$ cat src/hdl/mlsq_pkg.sv
`default_nettype none
// ----------------------------------------------------------------------------
// mlsq_pkg
// Shared constants, types and helpers of the multilevel sorted ready queue.
// ----------------------------------------------------------------------------
package mlsq_pkg;

    // Queue geometry.
    localparam int LEVELS    = 3;
    localparam int CAPACITY  = 16;
    localparam int TIME_BITS = 8;

    // Fixed widths of the channel fields.
    localparam int PRI_W      = 5;
    localparam int TIME_IN_W  = 8;
    localparam int LEVEL_IN_W = 2;
    localparam int STATUS_W   = 3;

    // Derived widths.
    localparam int TW     = (TIME_BITS < TIME_IN_W) ? TIME_BITS : TIME_IN_W;
    localparam int DEPTH  = LEVELS * CAPACITY;
    localparam int ADDR_W = $clog2(DEPTH);
    localparam int POS_W  = $clog2(CAPACITY);
    localparam int CNT_W  = $clog2(CAPACITY + 1);
    localparam int LV_W   = (LEVELS > 1) ? $clog2(LEVELS) : 1;
    localparam int MEM_W  = PRI_W + TW;

    // Priority bands.
    localparam int BAND0_LO = 1;
    localparam int BAND0_HI = 10;
    localparam int BAND1_LO = 11;
    localparam int BAND1_HI = 20;
    localparam int BAND2_LO = 21;
    localparam int BAND2_HI = 30;

    // Result status codes.
    typedef enum logic [STATUS_W-1:0] {
        RESP_ADDED = 3'd0,
        RESP_RANGE = 3'd1,
        RESP_FULL  = 3'd2,
        RESP_READ  = 3'd3,
        RESP_EMPTY = 3'd4
    } resp_t;

    // Input action codes.
    typedef enum logic {
        ACT_INSERT  = 1'b0,
        ACT_READOUT = 1'b1
    } action_t;

    // Controller states.
    typedef enum logic [2:0] {
        S_IDLE,
        S_DECIDE,
        S_INS_CMP,
        S_INS_PUT,
        S_RD_EMIT,
        S_RESP
    } ctrl_state_t;

    // Commands from the controller to the datapath.
    typedef struct packed {
        logic capture;
        logic ins_first;
        logic shift;
        logic place_above;
        logic place_at;
        logic rd_first;
        logic rd_emit;
        logic resp_emit;
    } cmd_t;

    // Status from the datapath to the controller.
    typedef struct packed {
        logic is_insert;
        logic lvl_ok;
        logic full;
        logic empty;
        logic greater;
        logic pos_zero;
        logic rd_last;
        logic out_free;
    } sts_t;

    // Level lookup result for a priority.
    typedef struct packed {
        logic            ok;
        logic [LV_W-1:0] lv;
    } lvl_sel_t;

    // Map a priority to its level; ok is low when the priority fits no level.
    function automatic lvl_sel_t level_of(input logic [PRI_W-1:0] p);
        lvl_sel_t r;
        int       v;
        int       lv;
        v  = int'(p);
        lv = 0;
        r.ok = 1'b1;
        if (v >= BAND0_LO && v <= BAND0_HI)
        begin
            lv = 0;
        end
        else if (v >= BAND1_LO && v <= BAND1_HI)
        begin
            lv = 1;
        end
        else if (v >= BAND2_LO && v <= BAND2_HI)
        begin
            lv = 2;
        end
        else
        begin
            r.ok = 1'b0;
        end
        if (lv >= LEVELS)
        begin
            r.ok = 1'b0;
            lv   = 0;
        end
        r.lv = LV_W'(lv);
        return r;
    endfunction

endpackage
`default_nettype wire

$ cat src/hdl/mlsq_if.sv
`default_nettype none
// ----------------------------------------------------------------------------
// mlsq_in_if / mlsq_out_if
// Valid/ready channels carrying request items and result items.
// ----------------------------------------------------------------------------
interface mlsq_in_if;
    logic                            valid;
    logic                            ready;
    logic                            action;
    logic [mlsq_pkg::PRI_W-1:0]      priority_req;
    logic [mlsq_pkg::TIME_IN_W-1:0]  exec_time;
    logic [mlsq_pkg::LEVEL_IN_W-1:0] level;

    modport source (output valid, output action, output priority_req,
                    output exec_time, output level, input ready);
    modport sink   (input valid, input action, input priority_req,
                    input exec_time, input level, output ready);
endinterface

interface mlsq_out_if;
    logic                           valid;
    logic                           ready;
    logic [mlsq_pkg::STATUS_W-1:0]  status;
    logic [mlsq_pkg::PRI_W-1:0]     entry_priority;
    logic [mlsq_pkg::TIME_IN_W-1:0] entry_time;
    logic                           last;

    modport source (output valid, output status, output entry_priority,
                    output entry_time, output last, input ready);
    modport sink   (input valid, input status, input entry_priority,
                    input entry_time, input last, output ready);
endinterface
`default_nettype wire

$ cat src/hdl/multilevel_sorted_ready_queue_top.sv
`default_nettype none
// ----------------------------------------------------------------------------
// multilevel_sorted_ready_queue_top
// Three-level ready queue with sorted insert and in-order level readout.
// ----------------------------------------------------------------------------
// The block takes one request at a time. An insert of a task into a level
// walks from the tail of the level, moving one entry per cycle through the
// one read port and the one write port of the entry memory, and stops
// early at the first entry whose priority is not above the new one. A
// readout of a level delivers one result per cycle while the sink keeps
// ready high. Entries beyond each level's fill count are never read, so
// the memory needs no clearing pass after reset. A new request is taken
// only once the previous one has produced its last result; that result
// may still sit in the output register.
module multilevel_sorted_ready_queue_top (
    input wire logic clk,
    input wire logic rst_n,
    mlsq_in_if.sink  in_ch,
    mlsq_out_if.source out_ch
);
    import mlsq_pkg::*;

    cmd_t cmd;
    sts_t sts;

    // Controller.
    mlsq_ctrl u_ctrl (
        .clk      (clk),
        .rst_n    (rst_n),
        .in_valid (in_ch.valid),
        .in_ready (in_ch.ready),
        .sts      (sts),
        .cmd      (cmd)
    );

    // Datapath.
    mlsq_dpath u_dpath (
        .clk          (clk),
        .rst_n        (rst_n),
        .cmd          (cmd),
        .sts          (sts),
        .in_action    (in_ch.action),
        .in_priority  (in_ch.priority_req),
        .in_time      (in_ch.exec_time),
        .in_level     (in_ch.level),
        .out_valid    (out_ch.valid),
        .out_ready    (out_ch.ready),
        .out_status   (out_ch.status),
        .out_priority (out_ch.entry_priority),
        .out_time     (out_ch.entry_time),
        .out_last     (out_ch.last)
    );

    // A transfer on the input is never followed directly by another.
    a_one_at_a_time: assert property (@(posedge clk) disable iff (!rst_n)
        (in_ch.valid && in_ch.ready) |=> !in_ch.ready)
        else $error("request taken while previous one in progress");

    // A read entry always carries a stored, in-range priority.
    a_read_priority: assert property (@(posedge clk) disable iff (!rst_n)
        (out_ch.valid && out_ch.status == RESP_READ) |-> out_ch.entry_priority != '0)
        else $error("read entry with zero priority");

    // Answers other than a read entry carry zero entry fields and end the item.
    a_answer_fields: assert property (@(posedge clk) disable iff (!rst_n)
        (out_ch.valid && out_ch.status != RESP_READ) |->
            (out_ch.entry_priority == '0 && out_ch.entry_time == '0 && out_ch.last))
        else $error("non-read answer with entry data");

    // No entry is stored into a full level.
    a_no_overfill: assert property (@(posedge clk) disable iff (!rst_n)
        (cmd.place_above || cmd.place_at) |-> !sts.full)
        else $error("insert into full level");

endmodule
`default_nettype wire

$ cat src/hdl/mlsq_ctrl.sv
`default_nettype none
// ----------------------------------------------------------------------------
// mlsq_ctrl
// Controller state machine: sequences sorted inserts and level readouts.
// ----------------------------------------------------------------------------
module mlsq_ctrl (
    input  wire logic           clk,
    input  wire logic           rst_n,
    input  wire logic           in_valid,
    output logic                in_ready,
    input  wire mlsq_pkg::sts_t sts,
    output mlsq_pkg::cmd_t      cmd
);
    import mlsq_pkg::*;

    ctrl_state_t state_reg;
    ctrl_state_t state_next;

    // State register.
    always_ff @(posedge clk or negedge rst_n)
    begin
        if (!rst_n)
        begin
            state_reg <= S_IDLE;
        end
        else
        begin
            state_reg <= state_next;
        end
    end

    // Next state and commands.
    always_comb
    begin
        state_next = state_reg;
        cmd        = '0;
        in_ready   = 1'b0;
        case (state_reg)
            S_IDLE:
            begin
                in_ready = 1'b1;
                if (in_valid)
                begin
                    cmd.capture = 1'b1;
                    state_next  = S_DECIDE;
                end
            end
            S_DECIDE:
            begin
                if (sts.is_insert)
                begin
                    if (!sts.lvl_ok || sts.full)
                    begin
                        state_next = S_RESP;
                    end
                    else if (sts.empty)
                    begin
                        state_next = S_INS_PUT;
                    end
                    else
                    begin
                        cmd.ins_first = 1'b1;
                        state_next    = S_INS_CMP;
                    end
                end
                else
                begin
                    if (!sts.lvl_ok || sts.empty)
                    begin
                        state_next = S_RESP;
                    end
                    else
                    begin
                        cmd.rd_first = 1'b1;
                        state_next   = S_RD_EMIT;
                    end
                end
            end
            S_INS_CMP:
            begin
                // Walk from the tail, moving larger priorities up one slot.
                if (sts.greater)
                begin
                    cmd.shift = 1'b1;
                    if (sts.pos_zero)
                    begin
                        state_next = S_INS_PUT;
                    end
                end
                else
                begin
                    cmd.place_above = 1'b1;
                    state_next      = S_RESP;
                end
            end
            S_INS_PUT:
            begin
                cmd.place_at = 1'b1;
                state_next   = S_RESP;
            end
            S_RD_EMIT:
            begin
                if (sts.out_free)
                begin
                    cmd.rd_emit = 1'b1;
                    if (sts.rd_last)
                    begin
                        state_next = S_IDLE;
                    end
                end
            end
            S_RESP:
            begin
                if (sts.out_free)
                begin
                    cmd.resp_emit = 1'b1;
                    state_next    = S_IDLE;
                end
            end
            default:
            begin
                state_next = S_IDLE;
            end
        endcase
    end

endmodule
`default_nettype wire

$ cat src/hdl/mlsq_dpath.sv
`default_nettype none
// ----------------------------------------------------------------------------
// mlsq_dpath
// Datapath: entry memory, per-level fill counts, walk position and the
// result output register.
// ----------------------------------------------------------------------------
module mlsq_dpath (
    input  wire logic                            clk,
    input  wire logic                            rst_n,
    input  wire mlsq_pkg::cmd_t                  cmd,
    output mlsq_pkg::sts_t                       sts,
    input  wire logic                            in_action,
    input  wire logic [mlsq_pkg::PRI_W-1:0]      in_priority,
    input  wire logic [mlsq_pkg::TIME_IN_W-1:0]  in_time,
    input  wire logic [mlsq_pkg::LEVEL_IN_W-1:0] in_level,
    output logic                                 out_valid,
    input  wire logic                            out_ready,
    output logic [mlsq_pkg::STATUS_W-1:0]        out_status,
    output logic [mlsq_pkg::PRI_W-1:0]           out_priority,
    output logic [mlsq_pkg::TIME_IN_W-1:0]       out_time,
    output logic                                 out_last
);
    import mlsq_pkg::*;

    // Item registers.
    logic              act_reg;
    logic [PRI_W-1:0]  pri_reg;
    logic [TW-1:0]     time_reg;
    logic [LV_W-1:0]   lvl_reg;
    logic              lvl_ok_reg;
    resp_t             code_reg;
    logic [POS_W-1:0]  pos_reg;
    logic [CNT_W-1:0]  cnt_reg [LEVELS];

    // Entry memory with registered read data.
    logic [MEM_W-1:0]  mem [DEPTH];
    logic [MEM_W-1:0]  rd_data_reg;
    logic              rd_en;
    logic [ADDR_W-1:0] rd_addr;
    logic              wr_en;
    logic [ADDR_W-1:0] wr_addr;
    logic [MEM_W-1:0]  wr_data;

    // Output register.
    logic                out_valid_reg;
    resp_t               out_status_reg;
    logic [PRI_W-1:0]    out_pri_reg;
    logic [TW-1:0]       out_time_reg;
    logic                out_last_reg;

    logic [CNT_W-1:0]  cur_cnt;
    logic [CNT_W-1:0]  in_cnt;
    lvl_sel_t          in_sel;
    logic [LV_W-1:0]   in_lv;
    logic              in_lv_ok;
    logic [PRI_W-1:0]  rd_pri;
    logic [TW-1:0]     rd_time;
    logic [MEM_W-1:0]  new_entry;
    logic [POS_W-1:0]  pos_up;
    logic [POS_W-1:0]  pos_dn;
    logic              rd_last;
    logic              out_free;
    logic              place;

    // Address of slot pos within level lv.
    function automatic logic [ADDR_W-1:0] slot_addr(input logic [LV_W-1:0]  lv,
                                                    input logic [POS_W-1:0] pos);
        return ADDR_W'(ADDR_W'(lv) * ADDR_W'(CAPACITY)) + ADDR_W'(pos);
    endfunction

    // Level and fill count of the incoming item, and fill count of the captured level.
    always_comb
    begin
        in_sel = level_of(in_priority);
        if (in_action == ACT_INSERT)
        begin
            in_lv    = in_sel.lv;
            in_lv_ok = in_sel.ok;
        end
        else
        begin
            in_lv    = LV_W'(in_level);
            in_lv_ok = (int'(in_level) < LEVELS);
        end
        in_cnt  = '0;
        cur_cnt = '0;
        for (int l = 0; l < LEVELS; l++)
        begin
            if (in_lv == LV_W'(l))
            begin
                in_cnt = cnt_reg[l];
            end
            if (lvl_reg == LV_W'(l))
            begin
                cur_cnt = cnt_reg[l];
            end
        end
    end

    // Common datapath terms.
    assign rd_pri    = rd_data_reg[MEM_W-1 -: PRI_W];
    assign rd_time   = rd_data_reg[TW-1:0];
    assign new_entry = {pri_reg, time_reg};
    assign pos_up    = pos_reg + POS_W'(1);
    assign pos_dn    = pos_reg - POS_W'(1);
    assign rd_last   = (CNT_W'(pos_reg) + CNT_W'(1)) == cur_cnt;
    assign out_free  = !out_valid_reg || out_ready;
    assign place     = cmd.place_above || cmd.place_at;

    // Status to the controller.
    always_comb
    begin
        sts.is_insert = (act_reg == ACT_INSERT);
        sts.lvl_ok    = lvl_ok_reg;
        sts.full      = (cur_cnt >= CNT_W'(CAPACITY));
        sts.empty     = (cur_cnt == '0);
        sts.greater   = (rd_pri > pri_reg);
        sts.pos_zero  = (pos_reg == '0);
        sts.rd_last   = rd_last;
        sts.out_free  = out_free;
    end

    // Memory port selection.
    always_comb
    begin
        rd_en   = 1'b0;
        rd_addr = slot_addr(lvl_reg, '0);
        wr_en   = 1'b0;
        wr_addr = slot_addr(lvl_reg, pos_up);
        wr_data = new_entry;
        if (cmd.ins_first)
        begin
            rd_en   = 1'b1;
            rd_addr = slot_addr(lvl_reg, POS_W'(cur_cnt - CNT_W'(1)));
        end
        if (cmd.shift)
        begin
            wr_en   = 1'b1;
            wr_data = rd_data_reg;
            if (pos_reg != '0)
            begin
                rd_en   = 1'b1;
                rd_addr = slot_addr(lvl_reg, pos_dn);
            end
        end
        if (cmd.place_above)
        begin
            wr_en = 1'b1;
        end
        if (cmd.place_at)
        begin
            wr_en   = 1'b1;
            wr_addr = slot_addr(lvl_reg, pos_reg);
        end
        if (cmd.rd_first)
        begin
            rd_en = 1'b1;
        end
        if (cmd.rd_emit && !rd_last)
        begin
            rd_en   = 1'b1;
            rd_addr = slot_addr(lvl_reg, pos_up);
        end
    end

    // Entry memory.
    always_ff @(posedge clk)
    begin
        if (wr_en)
        begin
            mem[wr_addr] <= wr_data;
        end
        if (rd_en)
        begin
            rd_data_reg <= mem[rd_addr];
        end
    end

    // Item capture and walk position.
    always_ff @(posedge clk)
    begin
        if (cmd.capture)
        begin
            act_reg    <= in_action;
            pri_reg    <= in_priority;
            time_reg   <= in_time[TW-1:0];
            lvl_reg    <= in_lv;
            lvl_ok_reg <= in_lv_ok;
            if (in_action == ACT_READOUT)
            begin
                code_reg <= RESP_EMPTY;
            end
            else if (!in_lv_ok)
            begin
                code_reg <= RESP_RANGE;
            end
            else if (in_cnt >= CNT_W'(CAPACITY))
            begin
                code_reg <= RESP_FULL;
            end
            else
            begin
                code_reg <= RESP_ADDED;
            end
            pos_reg <= '0;
        end
        else if (cmd.ins_first)
        begin
            pos_reg <= POS_W'(cur_cnt - CNT_W'(1));
        end
        else if (cmd.shift && pos_reg != '0)
        begin
            pos_reg <= pos_dn;
        end
        else if (cmd.rd_emit && !rd_last)
        begin
            pos_reg <= pos_up;
        end
    end

    // Per-level fill counts.
    always_ff @(posedge clk or negedge rst_n)
    begin
        if (!rst_n)
        begin
            for (int l = 0; l < LEVELS; l++)
            begin
                cnt_reg[l] <= '0;
            end
        end
        else if (place)
        begin
            for (int l = 0; l < LEVELS; l++)
            begin
                if (lvl_reg == LV_W'(l))
                begin
                    cnt_reg[l] <= cnt_reg[l] + CNT_W'(1);
                end
            end
        end
    end

    // Output valid flag.
    always_ff @(posedge clk or negedge rst_n)
    begin
        if (!rst_n)
        begin
            out_valid_reg <= 1'b0;
        end
        else if (cmd.rd_emit || cmd.resp_emit)
        begin
            out_valid_reg <= 1'b1;
        end
        else if (out_ready)
        begin
            out_valid_reg <= 1'b0;
        end
    end

    // Output payload.
    always_ff @(posedge clk)
    begin
        if (cmd.rd_emit)
        begin
            out_status_reg <= RESP_READ;
            out_pri_reg    <= rd_pri;
            out_time_reg   <= rd_time;
            out_last_reg   <= rd_last;
        end
        else if (cmd.resp_emit)
        begin
            out_status_reg <= code_reg;
            out_pri_reg    <= '0;
            out_time_reg   <= '0;
            out_last_reg   <= 1'b1;
        end
    end

    assign out_valid    = out_valid_reg;
    assign out_status   = out_status_reg;
    assign out_priority = out_pri_reg;
    assign out_time     = TIME_IN_W'(out_time_reg);
    assign out_last     = out_last_reg;

endmodule
`default_nettype wire

$ cat src/flat_wrapper.sv
// flat-port wrapper written by rule: the top's interface ports become plain ports
module multilevel_sorted_ready_queue_top_flat import mlsq_pkg::*;
  (clk, rst_n, in_ch_valid, in_ch_action, in_ch_priority_req, in_ch_exec_time, in_ch_level, in_ch_ready, out_ch_valid, out_ch_status, out_ch_entry_priority, out_ch_entry_time, out_ch_last, out_ch_ready);
  mlsq_in_if in_ch_i ();
  mlsq_out_if out_ch_i ();
  input wire logic clk;
  input wire logic rst_n;
  input wire logic [$bits(in_ch_i.valid)-1:0] in_ch_valid;
  input wire logic [$bits(in_ch_i.action)-1:0] in_ch_action;
  input wire logic [$bits(in_ch_i.priority_req)-1:0] in_ch_priority_req;
  input wire logic [$bits(in_ch_i.exec_time)-1:0] in_ch_exec_time;
  input wire logic [$bits(in_ch_i.level)-1:0] in_ch_level;
  output wire logic [$bits(in_ch_i.ready)-1:0] in_ch_ready;
  output wire logic [$bits(out_ch_i.valid)-1:0] out_ch_valid;
  output wire logic [$bits(out_ch_i.status)-1:0] out_ch_status;
  output wire logic [$bits(out_ch_i.entry_priority)-1:0] out_ch_entry_priority;
  output wire logic [$bits(out_ch_i.entry_time)-1:0] out_ch_entry_time;
  output wire logic [$bits(out_ch_i.last)-1:0] out_ch_last;
  input wire logic [$bits(out_ch_i.ready)-1:0] out_ch_ready;
  assign in_ch_i.valid = in_ch_valid;
  assign in_ch_i.action = in_ch_action;
  assign in_ch_i.priority_req = in_ch_priority_req;
  assign in_ch_i.exec_time = in_ch_exec_time;
  assign in_ch_i.level = in_ch_level;
  assign in_ch_ready = in_ch_i.ready;
  assign out_ch_valid = out_ch_i.valid;
  assign out_ch_status = out_ch_i.status;
  assign out_ch_entry_priority = out_ch_i.entry_priority;
  assign out_ch_entry_time = out_ch_i.entry_time;
  assign out_ch_last = out_ch_i.last;
  assign out_ch_i.ready = out_ch_ready;
  multilevel_sorted_ready_queue_top u_core (.clk(clk), .rst_n(rst_n), .in_ch(in_ch_i), .out_ch(out_ch_i));
endmodule
$ cat config.mk
export PLATFORM = sky130hd
export DESIGN_NAME = multilevel_sorted_ready_queue_top_flat
export DESIGN_NICKNAME = d
export VERILOG_FILES = /design/src/hdl/mlsq_pkg.sv /design/src/hdl/mlsq_if.sv /design/src/hdl/multilevel_sorted_ready_queue_top.sv /design/src/hdl/mlsq_ctrl.sv /design/src/hdl/mlsq_dpath.sv /design/src/flat_wrapper.sv
export SDC_FILE = /design/constraint.sdc
export NUM_CORES = 1
export LEC_CHECK = 0
export BUFFER_PORTS_ARGS = -buffer_cell sky130_fd_sc_hd__buf_2
export CORE_MARGIN = 8
export CORE_UTILIZATION = 50
export DETAILED_ROUTE_END_ITERATION = 7
export HOLD_SLACK_MARGIN = 0.02
export PLACE_DENSITY_LB_ADDON = 0.2
export SYNTH_ARGS = -nofsm -noshare
export SYNTH_HDL_FRONTEND = slang
export SYNTH_SLANG_ARGS = --single-unit
$ cat constraint.sdc
create_clock -name clk -period 4.29 [get_ports clk]
set_clock_uncertainty 0.2 [all_clocks]
set_input_delay 0.858 -clock clk [delete_from_list [all_inputs] [get_ports clk]]
set_output_delay 0.858 -clock clk [all_outputs]
set_load 0.02 [all_outputs]
==> impl_metrics.ini, run 1 <==
[power_and_ir_drop]
cellLeakagePower_nw = 12.4
power_mw = 22.6
ir_drop_uv = 386
power_density_nw_per_um2 = 634

[worst_setup_path]
required_ps = 4570
critPathTopFamily = compound AO/OA/AOI/OAI gates
crit_path_max_fanout = 6
cp_cell_sequence = ha_4, and3_1, a311o_1, a21o_1, buf_4, o41ai_4, buf_4, a222oi_1, o21ai_0, nor4_1, buf_4, nor4_1, a41o_1, a22oi_2, nand4_1
crit_arrival_ps = 4520
crit_slowest_cell = nor4_1
cp-end-kind = flip-flop
crit_buf_inv = 3
max_stage_delay_ps = 580
crit_path_frequent_cell = buf_4
start_kind = flip-flop
worstSetupPathType = reg2reg

[min_path]
hp-class = in2reg

[floorplanning]
dieWidth_microns = 259
core-area_sq_um = 58800
rows = 89
die_area_sq_um = 67200
initial_core_util_pct = 50.3
io_pins = 39
die_h_microns = 259

[timing]
setup_viol = 0
relSlewSlack_pct = 13.7
fin_crit_sh_pct = 99.0
max_freq_ghz = 0.236
worstMarginPinSlew_ps = 1300
fin_crit_ps = 4250
hold_violations = 0
rsz0062_at_grt = true
final-max-slew-violation-count = 0

[cells_and_area]
fin_cells = 3201
post-route-util_pct = 60.5
largest_register_ffs = 624
drive_above_1_share_pct = 22.8
nNetsFinal = 2405
ff_latch_area_sq_um = 20800
synthToLayoutAreaGrowth_pct = 20.3
fillers = 4436
multiInputGateArea_sq_um = 8670
n_antenna_cell = 0

[routing]
routed_wl_microns = 85100
first_pass_iters = 8
drc = 12
drt_iter0_markers = 2572
vias_per_cell = 6.27
postRouteAntennaNets = 0
routedWlPerCell_microns = 26.6
vias = 20100

[yosys]
async_reset_ff_share_pct = 2.73
synth-simple-area-share_pct = 9.98
ys.flop_type = edfxtp_1
yosysUniqueCellTypes = 86
synthCells = 2133
syn-num-nets = 2164
synthAdderAreaFrac_pct = 0.466
synth_area_sq_um = 29600
synth_edf_count = 671
synthMuxAreaShare_pct = 4.21
synth_seq_cells = 697
ys_seq_area_share_pct = 70.2
synth_xor_area_share_pct = 0.766
postSynthAreaPerCell_sq_um = 13.9
synth_top_family_by_area = compound AO/OA/AOI/OAI gates
yosys_warnings = 0
synth_compound_area_share_pct = 11.9

[place]
dp_hpwl_microns = 53600
io_buffers = 38
gp_congestion = 0.890
dpl.cell_count = 3033

[global_route]
grt_pass1_vias = 19300
grt_max_degree = 52
antenna_found_initial = 0
grt.overflow.total = 0
grt_pass1_wl_microns = 124000
grtUsageTotal_pct = 24.4

[outcome]
status = finished, violations left
failed_checks = DRC

[clock_tree]
numCtsBuffers = 73
cts_tree = built
clockRootBuffer = clkbuf_16
h-tree-depth = 3
clk_latency_ps = 630
clk_path_buf_depth = 3
cts_sinks = 697
clk_pin_slew_ps = 60

[flow_run]
cap_violations = 0
[layer usage]
metal / wire length, microns / part of all wire [%] / track usage, % / vias up
met1: 35200 / 41 / 35.1 / 9999
met3: 7880 / 9.3 / 3.63 / 132
li1: - / - / - / 8821
met5: 0 / 0 / 0 / -
met4: 2520 / 3.0 / 8.61 / 0
met2: 39600 / 46 / 37.9 / 1119
[what timing repair did]
item | in CTS | in global routing
hold buffers | 1 | 0
hold endpoints to repair | 19 | 0
endpoints found under the setup margin | 13 | 13
gates resized for setup | 31 | 96
setup buffers | 2 | 33
pin swaps | 7 | 54
gates cloned | 0 | 3
[worst register-to-register path: stages, from the launching register on]
cell and delay [ps]:
edfxtp_1 530, ha_4 280, and3_1 210, a311o_1 350
a21o_1 180, buf_4 160, o41ai_4 490, buf_4 270
a222oi_1 80, o21ai_0 90, nor4_1 70, buf_4 160
nor4_1 580, a41o_1 200, a22oi_2 130, nand4_1 130
[layout by cell type, fill, tap and decap left out, types with 43 or more instances in the layout]
master | netlist | layout
clkbuf_16 | 0 | 77
o21ai_0 | 50 | 43
buf_4 | 9 | 204
edfxtp_1 | 671 | 671
a21oi_1 | 120 | 118
mux2i_1 | 93 | 87
nor2_1 | 87 | 81
nand3_1 | 65 | 65
a222oi_1 | 52 | 52
nand2_1 | 319 | 318
[cell usage after synthesis (13+ instances only)]
master,instances,area (sq um)
a22o_1,25,219
and2_1,17,106
a31oi_1,37,231
a211oi_1,40,300
and3_1,42,263
nor2_1,87,327
mux2i_1,93,931
dfrtp_1,19,475
nand4_1,20,125
a22oi_1,45,338
a211o_1,13,114
edfxtp_1,671,20100
mux2_2,28,315
o211ai_1,16,120
a222oi_1,52,521
nor3_1,22,110
nand3_1,65,325
xnor2_1,20,175
buf_2,49,245
inv_1,16,60.1
a21oi_1,120,601
o21ai_0,50,250
nor4_1,25,156
nand2_1,319,1200
clkbuf_1,67,251
[cells by family (layout without fill, tap and decap cells)]
family,after synthesis,count (layout)
muxes,121,121
buffers and inverters,156,450
AOI/OAI and AO/OA,480,480
adders and majority gates,11,11
and+or+nand+nor,643,644
xor gates and xnor gates,25,25
DFF,697,697
[power by group]
| group | switching (mW) | internal [mW] | leakage, nW |
|---|---|---|---|
| registers | 0.218 | 8.19 | 6.36 |
| clock network | 2.60 | 3.55 | 1.14 |
| logic | 4.93 | 3.07 | 4.87 |
[through the flow]
stage	instance area, sq um	setup TNS, ps	hold slack, ps	setup slack (ps)
5_1_grt	35600	-528	193	-84.4
4_1_cts	34700	-32.4	179	-25.7
6_report	35600	0	209	44.0
3_3_place_gp	32200	-2690	242	-375
3_5_place_dp	32200	-3190	260	-428
2_1_floorplan	29600	0	236	501
[worst paths after layout]
path / startpoint / to / slack (ps) / cells after the start
worst max-delay path: u_core.u_dpath.rd_data_reg[11] / u_core.u_dpath.rd_data_reg[4] / 40 / 15
max in group asynchronous: rst_n / u_core.u_ctrl.state_reg[2] / 3070 / 2
worst min-delay path: in_ch_exec_time[5] / u_core.u_dpath.time_reg[5] / 210 / 1
worst min register to register: u_core.u_dpath.out_status[2] / u_core.u_dpath.out_status[2] / 270 / 2
worst max register to register: u_core.u_dpath.rd_data_reg[11] / u_core.u_dpath.rd_data_reg[4] / 40 / 15
min in group asynchronous: rst_n / u_core.u_dpath.cnt_reg[7] / 510 / 2
[area by class of cell]
cell class,instances,area share [%]
Clock buffer,94,5.53
Clock inverter,35,0.947
Inverter,18,0.190
Multi-Input combinational cell,1281,24.4
Sequential cell,697,58.4
Tap cell,773,2.72
Timing Repair Buffer,303,7.81
Power figures use the tool's default switching activity.
==> run 2, diff against run 1 <==
--- a/config.mk
+++ b/config.mk
@@ -5,6 +5,7 @@
 export SDC_FILE = /design/constraint.sdc
 export NUM_CORES = 1
 export LEC_CHECK = 0
+export ABC_AREA = 1
 export BUFFER_PORTS_ARGS = -buffer_cell sky130_fd_sc_hd__buf_2
 export CORE_MARGIN = 8
 export CORE_UTILIZATION = 50
==> run 2 against run 1 <==
  * The run still ends with DRC left
  * Die area increased by 4.9%
  * Final cell count up 21%
  * Global-route usage fell by 0.42 points
  * Critical path type unchanged
==> impl_metrics.ini, run 2 <==
[outcome]
status = finished, violations left
failed_checks = DRC

[floorplanning]
rows = 91
die_h_microns = 265
die_area_sq_um = 70400
initial_core_util_pct = 50.5
core-area_sq_um = 61600
dieWidth_microns = 265
io_pins = 39

[routing]
dr.max_layer_used = met4
drc = 9
wl_met3_microns = 7810
routed_wl_microns = 86300
vias = 21700
postRouteAntennaNets = 0
routedWlPerCell_microns = 22.4
first_pass_iters = 8
vias_per_cell = 5.63
wl_met2_microns = 40000
drt_iter0_markers = 2401
drt-met1-wl_microns = 35300

[worst_setup_path]
r2r_slack_ps = 130
crit_path_max_fanout = 52
cp.depth = 15
crit_slowest_cell = buf_4
r2r_cells = 15
cp_cell_sequence = ha_1, nand2_1, nor2_1, nand2_1, o211ai_1, nand4_1, o21ai_0, o21ai_0, nand2_2, buf_4, nand3_1, nand3_1, nand2_1, nand2_1, nand3_1
worstSetupStartpoint = u_core.u_dpath.rd_data_reg[9]
r2r_start = u_core.u_dpath.rd_data_reg[9]
critPathCapture = u_core.u_dpath.rd_data_reg[3]
crit_buf_inv = 1
crit_arrival_ps = 4320
crit_path_frequent_cell = nand2_1
required_ps = 4450
critPathTopFamily = simple AND/OR/NAND/NOR gates
reg2reg_to = u_core.u_dpath.rd_data_reg[3]
cp-end-kind = flip-flop
worstSetupPathType = reg2reg
max_stage_delay_ps = 600
start_kind = flip-flop

[clock_tree]
clk_path_buf_depth = 3
cts_sinks = 697
h-tree-depth = 3
clockRootBuffer = clkbuf_16
cts_tree = built
clk_latency_ps = 620
clk_pin_slew_ps = 60
numCtsBuffers = 72

[cells_and_area]
nNetsFinal = 2999
final_common_cell = edfxtp_1
stdcell_area_sq_um = 35400
synthToLayoutAreaGrowth_pct = 13.7
drive_above_1_share_pct = 9.89
n_antenna_cell = 0
fin_cells = 3860
largest_register_ffs = 624
final_cell_mix = 671 x edfxtp_1, 658 x nand3_1, 531 x nand2_1

[global_route]
grt_pass1_vias = 20800
grtUsageTotal_pct = 24.0
grt.overflow.total = 0
grt_pass1_wl_microns = 129000
antenna_found_initial = 1
grt_max_degree = 112

[timing]
max_freq_ghz = 0.240
finalWorstSetupSlack_ps = 131
relSlewSlack_pct = 8.58
setup_viol = 0
worstMarginPinSlew_ps = 1370
hold_violations = 0
final.setup.tns_ps = 0
rsz0062_at_grt = false
fin_crit_sh_pct = 96.9
fin_crit_ps = 4160
final-max-slew-violation-count = 0

[yosys]
synth_edf_count = 671
yosysTopAreaCellShare_pct = 64.8
ys_seq_area_share_pct = 66.8
netlist.top_cell.by_area = edfxtp_1
synth.most_common_cell = edfxtp_1
synth_common_cells = 671 x edfxtp_1, 658 x nand3_1, 533 x nand2_1
ys.flop_type = edfxtp_1
synthCells = 2901
yosys_warnings = 0
postSynthAreaPerCell_sq_um = 10.7
synth_seq_cells = 697
syn-num-nets = 2932
yosysUniqueCellTypes = 34
synth_area_leaders = edfxtp_1 65%, nand3_1 11%, nand2_1 6.4%
async_reset_ff_share_pct = 2.73
synth_area_sq_um = 31100

[place]
place_area_sq_um = 33000
io_buffers = 38
dpl.cell_count = 3727
gp_congestion = 0.892
dp_hpwl_microns = 50400
pre_cts_slack_ps = 243

[power_and_ir_drop]
power_density_nw_per_um2 = 630
power_mw = 22.3
cellLeakagePower_nw = 14.2
ir_drop_uv = 396

[flow_run]
cap_violations = 0

[min_path]
hp-class = in2reg
==> run 2: changes by cell type after synthesis, sizes merged, moves of 42 or more <==
cell    change
nand3     +594
inv       +416
nand2     +215
nand3b    +204
a21oi     -110
mux2i      -93
a222oi     -52
a22oi      -46
a211oi     -43
and3       -42
==> run 2: timing repair <==
| action | 4_1_cts | 5_1_grt |
|---|---|---|
| setup buffers | 0 | 2 |
| hold buffers | 1 | 0 |
| gates resized for setup | 0 | 0 |
| hold endpoints to repair | 19 | 0 |
| setup endpoints to repair | 0 | 3 |
==> run 2: worst min path at each step <==
stage,to,cells past startpoint,start,slack (ps)
4_1_cts,u_core.u_dpath.time_reg[3],1,in_ch_exec_time[3],190
3_3_place_gp,u_core.u_dpath.out_status[2],2,u_core.u_dpath.out_status[2],260
6_report,u_core.u_dpath.time_reg[5],1,in_ch_exec_time[5],220
2_1_floorplan,u_core.u_dpath.out_status[0],2,u_core.u_dpath.code_reg[0],240
3_5_place_dp,u_core.u_dpath.out_status[1],2,u_core.u_dpath.code_reg[1],270
5_1_grt,u_core.u_dpath.time_reg[5],1,in_ch_exec_time[5],200
==> run 2: cell families after synthesis <==
logic type | Yosys count | synth area share [%]
AO/OA/AOI/OAI | 51 | 0.885
buffers and inverters | 602 | 7.64
AND/OR/NAND/NOR | 1521 | 23.7
flip-flops | 697 | 66.8
XOR/XNOR | 19 | 0.535
adder cells (fa/ha/maj) | 11 | 0.443
==> run 2: metal layers <==
layer	vias to the layer above	track usage [%]
met5	-	0
met4	0	9.65
met3	175	4.06
met2	1044	38.0
met1	10500	33.0
li1	9978	-
==> run 2: power breakdown <==
part,internal (mW),switching [mW],total [mW]
sequential,8.25,0.226,8.48
combinational,2.07,5.52,7.59
clock,3.63,2.59,6.22
total,14.0,8.34,22.3
==> run 2: layout make-up <==
| class | instances | area, sq um |
|---|---|---|
| clock inverter | 34 | 298 |
| clock buffer | 95 | 2030 |
| sequential | 697 | 20800 |
| fill | 5052 | 26200 |
| inverter | 433 | 1630 |
| multi-input combinational | 1603 | 8180 |
| tap | 837 | 1050 |
| timing repair buffer | 161 | 1430 |
==> run 2: worst reg2reg max path, cell delays in order, from the launching register on <==
cell and delay, ps:
edfxtp_1 580, ha_1 380, nand2_1 50, nor2_1 160, nand2_1 70, o211ai_1 110, nand4_1 350, o21ai_0 170
o21ai_0 130, nand2_2 140, buf_4 600, nand3_1 320, nand3_1 200, nand2_1 190, nand2_1 180, nand3_1 80
==> run 2: per-stage QoR <==
step / hold WS (ps) / utilization, %
finish: 219 / 57.4
global route: 204 / 57.4
CTS: 189 / 57.4
detailed placement: 274 / 53.6
global placement: 263 / 53.6
floorplan: 241 / -
